$ cat src/rtl/imm_pkg.sv
// shared types, constants and helpers for the integer matrix multiplier
`default_nettype none
package imm_pkg;

  localparam int MAX_DIM_DEF = 8;
  localparam int DATA_W_DEF  = 32;

  localparam int ELEM_W   = 32;
  localparam int IDX_OUT_W = 3;
  localparam int DIM_W    = 4;
  localparam int CFG_IDX_W = 2;

  localparam logic [DIM_W-1:0] DIM_RESET = 4'd8;

  localparam logic [CFG_IDX_W-1:0] CFG_ROWS_A    = 2'd0;
  localparam logic [CFG_IDX_W-1:0] CFG_INNER_DIM = 2'd1;
  localparam logic [CFG_IDX_W-1:0] CFG_COLS_B    = 2'd2;

  typedef struct packed {
    logic                     which_matrix;
    logic signed [ELEM_W-1:0] element;
  } in_item_t;

  typedef struct packed {
    logic signed [ELEM_W-1:0] product;
    logic [IDX_OUT_W-1:0]     out_row;
    logic [IDX_OUT_W-1:0]     out_col;
    logic                     last;
  } out_item_t;

  typedef enum logic [1:0] {
    ST_IDLE,
    ST_COMPUTE,
    ST_DRAIN
  } state_t;

  typedef struct packed {
    logic                 first_k;
    logic                 last_k;
    logic                 last_entry;
    logic [IDX_OUT_W-1:0] row;
    logic [IDX_OUT_W-1:0] col;
  } tag_t;

  typedef struct packed {
    logic wr_left;
    logic wr_right;
    logic issue;
    tag_t tag;
  } dp_cmd_t;

  typedef struct packed {
    logic active;
  } dp_status_t;

  // zero acts as one, anything above the maximum acts as the maximum
  function automatic logic [DIM_W-1:0] eff_dim(input logic [DIM_W-1:0] v,
                                               input logic [DIM_W-1:0] max_dim);
    logic [DIM_W-1:0] r;
    if (v == '0) begin
      r = 4'd1;
    end else if (v > max_dim) begin
      r = max_dim;
    end else begin
      r = v;
    end
    return r;
  endfunction

endpackage
`default_nettype wire

$ cat src/rtl/imm_ctrl.sv
// controller: config registers, load counters and the compute sequencer
`default_nettype none
module imm_ctrl import imm_pkg::*; #(
  parameter int MAX_DIM = MAX_DIM_DEF,
  localparam int DEPTH  = MAX_DIM * MAX_DIM,
  localparam int ADDR_W = (DEPTH > 1) ? $clog2(DEPTH) : 1
) (
  input  wire logic                 clk,
  input  wire logic                 rst,
  input  wire logic                 start,
  input  wire logic                 which_matrix,
  output logic                      busy,
  input  wire logic                 cfg_valid,
  output logic                      cfg_ready,
  input  wire logic [CFG_IDX_W-1:0] cfg_index,
  input  wire logic [DIM_W-1:0]     cfg_data,
  output dp_cmd_t                   cmd,
  output logic [ADDR_W-1:0]         wr_addr,
  output logic [ADDR_W-1:0]         rd_left_addr,
  output logic [ADDR_W-1:0]         rd_right_addr,
  input  wire dp_status_t           status
);

  localparam int IDX_W = (MAX_DIM > 1) ? $clog2(MAX_DIM) : 1;
  localparam int CNT_W = $clog2(DEPTH + 1);

  state_t state, state_next;

  logic [DIM_W-1:0] rows_a, inner_dim, cols_b;
  logic [DIM_W-1:0] nr, nk, nc;
  logic [7:0]       lim_left, lim_right;

  logic [CNT_W-1:0] left_count, left_count_next;
  logic [CNT_W-1:0] right_count, right_count_next;

  logic [IDX_W-1:0]  i, i_next, j, j_next, k, k_next;
  logic [ADDR_W-1:0] lbase, lbase_next, raddr, raddr_next;

  logic accept, cfg_we, cfg_hit, left_ok, right_done, go;
  logic last_k, last_col, last_row;

  assign nr = eff_dim(rows_a, DIM_W'(MAX_DIM));
  assign nk = eff_dim(inner_dim, DIM_W'(MAX_DIM));
  assign nc = eff_dim(cols_b, DIM_W'(MAX_DIM));

  assign lim_left  = 8'(nr) * 8'(nk);
  assign lim_right = 8'(nk) * 8'(nc);

  assign accept     = start && (state == ST_IDLE);
  assign cfg_we     = cfg_valid && cfg_ready;
  assign cfg_hit    = cfg_we && (cfg_index == CFG_ROWS_A || cfg_index == CFG_INNER_DIM ||
                                 cfg_index == CFG_COLS_B);
  assign left_ok    = 8'(left_count) < lim_left;
  assign right_done = (8'(right_count) + 8'd1) >= lim_right;
  assign go         = accept && which_matrix && right_done;

  assign last_k   = DIM_W'(k) == (nk - 4'd1);
  assign last_col = DIM_W'(j) == (nc - 4'd1);
  assign last_row = DIM_W'(i) == (nr - 4'd1);

  // next state
  always_comb begin
    state_next = state;
    unique case (state)
      ST_IDLE: begin
        if (go) state_next = ST_COMPUTE;
      end
      ST_COMPUTE: begin
        if (last_k && last_col && last_row) state_next = ST_DRAIN;
      end
      ST_DRAIN: begin
        if (!status.active) state_next = ST_IDLE;
      end
      default: state_next = ST_IDLE;
    endcase
  end

  // load counters
  always_comb begin
    left_count_next  = left_count;
    right_count_next = right_count;
    priority if (cfg_hit) begin
      left_count_next  = '0;
      right_count_next = '0;
    end else if (accept && !which_matrix) begin
      if (left_ok) left_count_next = left_count + CNT_W'(1);
    end else if (accept && which_matrix) begin
      if (right_done) begin
        left_count_next  = '0;
        right_count_next = '0;
      end else begin
        right_count_next = right_count + CNT_W'(1);
      end
    end else begin
      left_count_next = left_count;
    end
  end

  // walk i, j, k with running store addresses
  always_comb begin
    i_next     = i;
    j_next     = j;
    k_next     = k;
    lbase_next = lbase;
    raddr_next = raddr;
    if (go) begin
      i_next     = '0;
      j_next     = '0;
      k_next     = '0;
      lbase_next = '0;
      raddr_next = '0;
    end else if (state == ST_COMPUTE) begin
      if (!last_k) begin
        k_next     = k + IDX_W'(1);
        raddr_next = raddr + ADDR_W'(nc);
      end else begin
        k_next = '0;
        if (last_col) begin
          j_next     = '0;
          raddr_next = '0;
          i_next     = i + IDX_W'(1);
          lbase_next = lbase + ADDR_W'(nk);
        end else begin
          j_next     = j + IDX_W'(1);
          raddr_next = ADDR_W'(j) + ADDR_W'(1);
        end
      end
    end
  end

  always_ff @(posedge clk) begin
    if (rst) begin
      state       <= ST_IDLE;
      rows_a      <= DIM_RESET;
      inner_dim   <= DIM_RESET;
      cols_b      <= DIM_RESET;
      left_count  <= '0;
      right_count <= '0;
    end else begin
      state       <= state_next;
      left_count  <= left_count_next;
      right_count <= right_count_next;
      if (cfg_we) begin
        unique case (cfg_index)
          CFG_ROWS_A:    rows_a    <= cfg_data;
          CFG_INNER_DIM: inner_dim <= cfg_data;
          CFG_COLS_B:    cols_b    <= cfg_data;
          default: ;
        endcase
      end
    end
  end

  always_ff @(posedge clk) begin
    i     <= i_next;
    j     <= j_next;
    k     <= k_next;
    lbase <= lbase_next;
    raddr <= raddr_next;
  end

  // outputs
  always_comb begin
    busy               = (state != ST_IDLE);
    cfg_ready          = (state == ST_IDLE);
    cmd.wr_left        = accept && !which_matrix && left_ok;
    cmd.wr_right       = accept && which_matrix;
    cmd.issue          = (state == ST_COMPUTE);
    cmd.tag.first_k    = (k == '0);
    cmd.tag.last_k     = last_k;
    cmd.tag.last_entry = last_row && last_col;
    cmd.tag.row        = IDX_OUT_W'(i);
    cmd.tag.col        = IDX_OUT_W'(j);
    wr_addr            = which_matrix ? right_count[ADDR_W-1:0] : left_count[ADDR_W-1:0];
    rd_left_addr       = lbase + ADDR_W'(k);
    rd_right_addr      = raddr;
  end

endmodule
`default_nettype wire

$ cat src/rtl/imm_datapath.sv
// datapath: element stores, multiply pipeline, accumulator and result register
`default_nettype none
module imm_datapath import imm_pkg::*; #(
  parameter int MAX_DIM = MAX_DIM_DEF,
  parameter int DATA_W  = DATA_W_DEF,
  localparam int DEPTH  = MAX_DIM * MAX_DIM,
  localparam int ADDR_W = (DEPTH > 1) ? $clog2(DEPTH) : 1
) (
  input  wire logic                     clk,
  input  wire logic                     rst,
  input  wire dp_cmd_t                  cmd,
  input  wire logic [ADDR_W-1:0]        wr_addr,
  input  wire logic signed [ELEM_W-1:0] element,
  input  wire logic [ADDR_W-1:0]        rd_left_addr,
  input  wire logic [ADDR_W-1:0]        rd_right_addr,
  output dp_status_t                    status,
  output logic                          result_valid,
  output out_item_t                     result
);

  logic [DATA_W-1:0] left_mem  [DEPTH];
  logic [DATA_W-1:0] right_mem [DEPTH];
  logic [DATA_W-1:0] wr_data;

  logic [DATA_W-1:0] a_q, b_q;
  tag_t              tag1;
  logic              v1;

  logic [DATA_W-1:0] prod;
  tag_t              tag_m;
  logic              v_m;
  logic              mul_active;

  logic [DATA_W-1:0] acc, acc_next;

  // sign-extend or truncate the incoming element to the arithmetic width
  assign wr_data = DATA_W'(element);

  always_ff @(posedge clk) begin
    if (cmd.wr_left) left_mem[wr_addr] <= wr_data;
    if (cmd.wr_right) right_mem[wr_addr] <= wr_data;
  end

  always_ff @(posedge clk) begin
    if (cmd.issue) begin
      a_q <= left_mem[rd_left_addr];
      b_q <= right_mem[rd_right_addr];
    end
    tag1 <= cmd.tag;
  end

  always_ff @(posedge clk) begin
    if (rst) v1 <= 1'b0;
    else v1 <= cmd.issue;
  end

  if (DATA_W <= 32) begin : g_mul_one
    always_ff @(posedge clk) begin
      if (rst) v_m <= 1'b0;
      else v_m <= v1;
      prod  <= a_q * b_q;
      tag_m <= tag1;
    end
    assign mul_active = 1'b0;
  end else begin : g_mul_split
    localparam int HI_W = DATA_W - 32;
    logic [63:0]     pp0;
    logic [HI_W-1:0] pp1, pp2;
    tag_t            tag2;
    logic            v2;

    // low partial product and the two cross terms, only the low bits survive
    always_ff @(posedge clk) begin
      if (rst) begin
        v2  <= 1'b0;
        v_m <= 1'b0;
      end else begin
        v2  <= v1;
        v_m <= v2;
      end
      pp0   <= a_q[31:0] * b_q[31:0];
      pp1   <= a_q[HI_W-1:0] * b_q[DATA_W-1:32];
      pp2   <= a_q[DATA_W-1:32] * b_q[HI_W-1:0];
      tag2  <= tag1;
      prod  <= pp0[DATA_W-1:0] + {HI_W'(pp1 + pp2), 32'd0};
      tag_m <= tag2;
    end
    assign mul_active = v2;
  end

  assign acc_next = tag_m.first_k ? prod : acc + prod;

  always_ff @(posedge clk) begin
    if (v_m) acc <= acc_next;
    result.product <= ELEM_W'(acc_next);
    result.out_row <= tag_m.row;
    result.out_col <= tag_m.col;
    result.last    <= tag_m.last_entry;
  end

  always_ff @(posedge clk) begin
    if (rst) result_valid <= 1'b0;
    else result_valid <= v_m && tag_m.last_k;
  end

  assign status.active = v1 || mul_active || v_m;

endmodule
`default_nettype wire

$ cat src/rtl/integer_matrix_multiply.sv
// integer matrix multiplier top level: C = A x B over a command-style port
// loading: one element item per cycle, busy stays low while A and B stream in
// the item completing B raises busy; results then pass the fetch, multiply and result registers
// (plus a partial-product register when DATA_W > 32), one per output entry, row-major, never held off
// busy drops once the MAC pipe has drained after the last product
// synchronous reset: dimensions return to 8, load counts to zero, stores keep contents
`default_nettype none
module integer_matrix_multiply import imm_pkg::*; #(
  parameter int MAX_DIM = MAX_DIM_DEF,
  parameter int DATA_W  = DATA_W_DEF
) (
  input  wire logic                 clk,
  input  wire logic                 rst,
  input  wire logic                 start,
  output logic                      busy,
  input  wire in_item_t             operand,
  output logic                      result_valid,
  output out_item_t                 result,
  input  wire logic                 cfg_valid,
  output logic                      cfg_ready,
  input  wire logic [CFG_IDX_W-1:0] cfg_index,
  input  wire logic [DIM_W-1:0]     cfg_data
);

  localparam int DEPTH  = MAX_DIM * MAX_DIM;
  localparam int ADDR_W = (DEPTH > 1) ? $clog2(DEPTH) : 1;

  dp_cmd_t           cmd;
  dp_status_t        status;
  logic [ADDR_W-1:0] wr_addr, rd_left_addr, rd_right_addr;

  imm_ctrl #(
    .MAX_DIM(MAX_DIM)
  ) u_ctrl (
    .clk          (clk),
    .rst          (rst),
    .start        (start),
    .which_matrix (operand.which_matrix),
    .busy         (busy),
    .cfg_valid    (cfg_valid),
    .cfg_ready    (cfg_ready),
    .cfg_index    (cfg_index),
    .cfg_data     (cfg_data),
    .cmd          (cmd),
    .wr_addr      (wr_addr),
    .rd_left_addr (rd_left_addr),
    .rd_right_addr(rd_right_addr),
    .status       (status)
  );

  imm_datapath #(
    .MAX_DIM(MAX_DIM),
    .DATA_W (DATA_W)
  ) u_datapath (
    .clk          (clk),
    .rst          (rst),
    .cmd          (cmd),
    .wr_addr      (wr_addr),
    .element      (operand.element),
    .rd_left_addr (rd_left_addr),
    .rd_right_addr(rd_right_addr),
    .status       (status),
    .result_valid (result_valid),
    .result       (result)
  );

endmodule
`default_nettype wire

$ cat config.mk
export PLATFORM = sky130hd
export DESIGN_NAME = integer_matrix_multiply
export DESIGN_NICKNAME = d
export VERILOG_FILES = /design/src/rtl/imm_pkg.sv /design/src/rtl/imm_ctrl.sv /design/src/rtl/imm_datapath.sv /design/src/rtl/integer_matrix_multiply.sv
export SDC_FILE = /design/constraint.sdc
export NUM_CORES = 2
export LEC_CHECK = 0
export BUFFER_PORTS_ARGS = -buffer_cell sky130_fd_sc_hd__buf_2
export CAP_MARGIN = 20
export CORE_MARGIN = 2
export CORE_UTILIZATION = 40
export DETAILED_ROUTE_END_ITERATION = 6
export MAX_ROUTING_LAYER = met4
export SYNTH_ARGS = -nofsm -noshare
export SYNTH_HDL_FRONTEND = slang
export SYNTH_SLANG_ARGS = --single-unit
$ cat constraint.sdc
create_clock -name clk -period 9.6 [get_ports clk]
set_clock_uncertainty 0.15 [all_clocks]
set_input_delay 1.92 -clock clk [delete_from_list [all_inputs] [get_ports clk]]
set_output_delay 1.92 -clock clk [all_outputs]
set_load 0.01 [all_outputs]
==> impl_metrics.yaml <==
sta:
  whs_ns: 0.149
  fmax_mhz: 127
  relSlewSlack_pct: 6.29
  hold_viol_final: 0
  rsz0062_at_grt: "false"
  setup_viol: 0
  tightest_slew_ns: 1.41
  finalSetupTns_ns: 0
  slew_violations: 0
  fin_crit_sh_pct: 81.8
  period_needed_ns: 7.85
worst_setup_path:
  cpMostUsedCell: "fa_1"
  crit_path_end_kind: "register"
  worstSetupPathType: "register to register"
  crit_required_ns: 10.24
  max_stage_delay_ns: 0.97
  path_cells: "nand2_1, fa_1, fa_1, inv_1, fa_1, inv_1, fa_1, fa_1, inv_1, fa_1, inv_1, fa_1, fa_1, inv_1, ha_1, a21o_1, a21o_1, a21oi_1, o21ai_0, a211oi_1, nor2_1, o221ai_1, o21ai_0, xnor2_1"
  cp-start-kind: "register"
  path_max_fanout: 27
  critPathArrivalTime_ns: 8.49
  cp_slowest_cell: "edfxtp_1"
synthesis:
  synth_area_um2: 182000
  async_flop_share_pct: 0
  synth-seq-cells: 4333
  synth-edff-count: 4192
  ys_seq_area_share_pct: 70.8
  synth_nets: 9341
  synth_area_per_cell_um2: 21.0
  synth_cell_types: 69
  yosys_warnings: 0
  netlist_instances: 8666
  ys.flop_type: "edfxtp_1"
power_and_ir_drop:
  p_per_area_nw_per_um2: 367
  leakage_nw: 65.6
  switchingPower_mw: 28.4
  clock_power_share_pct: 21.3
  pwr-share-seq_pct: 29.1
  switching_share_pct: 37.8
  combPwrFrac_pct: 49.5
  peakVddDrop_mv: 1.40
  intPower_mw: 46.7
flow_run:
  cap_violations: 0
cts:
  holdBufCountCts: 0
  clock_sinks: 4333
  cts.repair.resized: 0
  cts_tree: "yes"
  numCtsBuffers: 420
  htreeDepth: 5
  clockBufferDepth: 4
  clkTransAtPathRegs_ns: 0.06
  clkLatencyLatePin_ns: 0.99
  clockRootBuffer: "clkbuf_16"
  post-cts-setup-buffers: 0
routing:
  drc: 0
  final_antenna_net_count: 0
  drtIter0Drc: 10700
  drt_first_pass_iters: 6
  vias: 87900
  routed_wirelength_mm: 475
  viasPerCell: 5.73
  wl_per_cell_um: 30.9
die:
  die-area_um2: 460000
  core-area_um2: 452000
  die_w_um: 678
  start_util_pct: 40.2
  rows: 247
  pin_count: 85
  die_h_um: 678
hold_path:
  hold_path_class: "register to register"
grt:
  grt_pass1_wl_mm: 674
  grt-ovfl-total: 0
  grt_pass1_vias: 90600
  antenna_found_initial: 37
  grtUsageTotal_pct: 21.1
  grt_max_degree: 150
place:
  dp_hpwl_mm: 278
  port_buffers: 84
  gp_congestion: 0.869
final_layout:
  syn2layout_area_growth_pct: 12.5
  fillers: 37700
  drive_gt1_share_pct: 25.9
  nets: 9688
run_status:
  outcome: "finished, final reports clean"
[cells in the final DEF, fill, tap and decap left out, types with 68 or more instances in the layout]
master / instances
buf_4: 265
and2_1: 302
clkbuf_1: 91
o21ai_0: 82
clkbuf_16: 429
nor2_1: 90
clkinv_1: 106
clkinv_2: 68
nand2_1: 363
xnor2_1: 100
mux4_2: 1330
inv_1: 447
edfxtp_1: 4192
ha_1: 211
nor2_4: 130
dfxtp_1: 133
fa_1: 419
[flip-flops by register name, summed over array words and instances, names as in the netlist, 6 cells and up]
| register | count |
|---|---|
| u_datapath.left_mem | 2048 |
| u_datapath.b_q | 32 |
| u_ctrl.right_count | 7 |
| u_datapath.tag1 | 9 |
| u_datapath.acc | 32 |
| u_datapath.prod | 32 |
| u_datapath.result | 39 |
| u_ctrl.rd_right_addr | 6 |
| u_datapath.tag_m | 9 |
| u_ctrl.lbase | 6 |
| u_datapath.right_mem | 2048 |
| u_datapath.a_q | 32 |
| u_ctrl.left_count | 7 |
[layer usage]
layer	up-vias	GRT usage [%]	share of wire, %
li1	35400	-	-
met1	48200	29.0	41
met2	3690	33.3	48
met3	618	2.99	7.5
met4	0	5.51	2.9
met5	-	-	0
[kinds of logic after synthesis]
logic type / Yosys count / share of synthesized area (%)
buffers and inverters: 863 / 1.87
xor gates and xnor gates: 150 / 0.723
adders and majority gates: 632 / 6.09
muxes: 1383 / 16.8
DFF: 4333 / 70.8
and+or+nand+nor: 1022 / 2.72
AOI/OAI and AO/OA: 283 / 0.987
[critical path: cells and delay by family, from the launching register on]
| kind | cells | cell delay [ns] |
|---|---|---|
| flip-flops | 1 | 0.97 |
| XOR/XNOR | 1 | 0.15 |
| AND/OR/NAND/NOR | 2 | 0.30 |
| buffers and inverters | 5 | 0.27 |
| AO/OA/AOI/OAI | 7 | 1.48 |
| adder cells (fa/ha/maj) | 9 | 4.31 |
[path summary, 6_finish.rpt]
| kind | start | to | slack [ns] | cells past startpoint |
|---|---|---|---|---|
| max | u_datapath.b_q[5]$_DFFE_PP_ | u_datapath.prod[31]$_DFF_P_ | 1.75 | 24 |
| min | u_datapath.tag1[4]$_DFF_P_ | u_datapath.tag_m[4]$_DFF_P_ | 0.15 | 0 |
| max reg2reg | u_datapath.b_q[5]$_DFFE_PP_ | u_datapath.prod[31]$_DFF_P_ | 1.75 | 24 |
| min reg2reg | u_datapath.tag1[4]$_DFF_P_ | u_datapath.tag_m[4]$_DFF_P_ | 0.15 | 0 |
[final cells by class]
type	count	area, um2	share of cell area [%]
Inverter	451	1700	0.830
Sequential cell	4333	129000	63.0
Clock inverter	244	2020	0.988
Antenna cell	21	52.6	0.0257
Tap cell	5976	7480	3.66
Multi-Input combinational cell	3470	50600	24.8
Clock buffer	528	11200	5.46
Timing Repair Buffer	337	2660	1.30
[synth_stat cells, drive strengths merged, types with 6 or more instances]
| cell | n | share of area (%) |
|---|---|---|
| and2 | 302 | 1.0 |
| a31oi | 6 | 0.021 |
| buf | 151 | 0.39 |
| o21bai | 16 | 0.066 |
| o31ai | 9 | 0.037 |
| and3 | 10 | 0.034 |
| mux2i | 35 | 0.19 |
| nand2 | 363 | 0.75 |
| nand4 | 6 | 0.021 |
| fa | 420 | 4.6 |
| mux4 | 1330 | 16 |
| a21oi | 64 | 0.18 |
| nand3 | 26 | 0.083 |
| nor3 | 28 | 0.080 |
| xnor2 | 104 | 0.50 |
| o21a | 9 | 0.037 |
| ha | 212 | 1.5 |
| a211oi | 16 | 0.066 |
| o21ai | 86 | 0.24 |
| clkbuf | 261 | 0.54 |
| xor2 | 46 | 0.22 |
| dfxtp | 141 | 1.6 |
| nand2b | 11 | 0.038 |
| inv | 451 | 0.93 |
| nand3b | 7 | 0.029 |
| nor2b | 23 | 0.079 |
| nor2 | 220 | 0.46 |
| mux2 | 18 | 0.11 |
| nor4 | 7 | 0.024 |
| a21o | 36 | 0.15 |
| edfxtp | 4192 | 69 |
[power by group through the flow]
| stage | Clock (mW) | Sequential (mW) | Combinational [mW] |
|---|---|---|---|
| finish | 16.0 | 21.9 | 37.2 |
| global placement | 0 | 22.3 | 37.2 |
| floorplan | 0 | 22.0 | 26.0 |
| detailed placement | 0 | 22.3 | 37.5 |
| global route | 17.0 | 21.9 | 40.1 |
| CTS | 16.3 | 21.9 | 37.6 |
[stage by stage]
stage                     worst slack (ns)  instances  util, %  area (um2)  power, mW
final                                 1.75      15400     45.2      204000       75.1
after CTS                             1.77      15300     45.2      204000       75.8
after global routing                  1.45      15400     45.2      204000       78.9
after detailed placement              1.78      14600     42.3      191000       59.8
after floorplan                       2.49       8666        -      182000       48.0
after global placement                1.51      14600     42.2      191000       59.4
No activity file was read; power rests on OpenSTA's default activity.
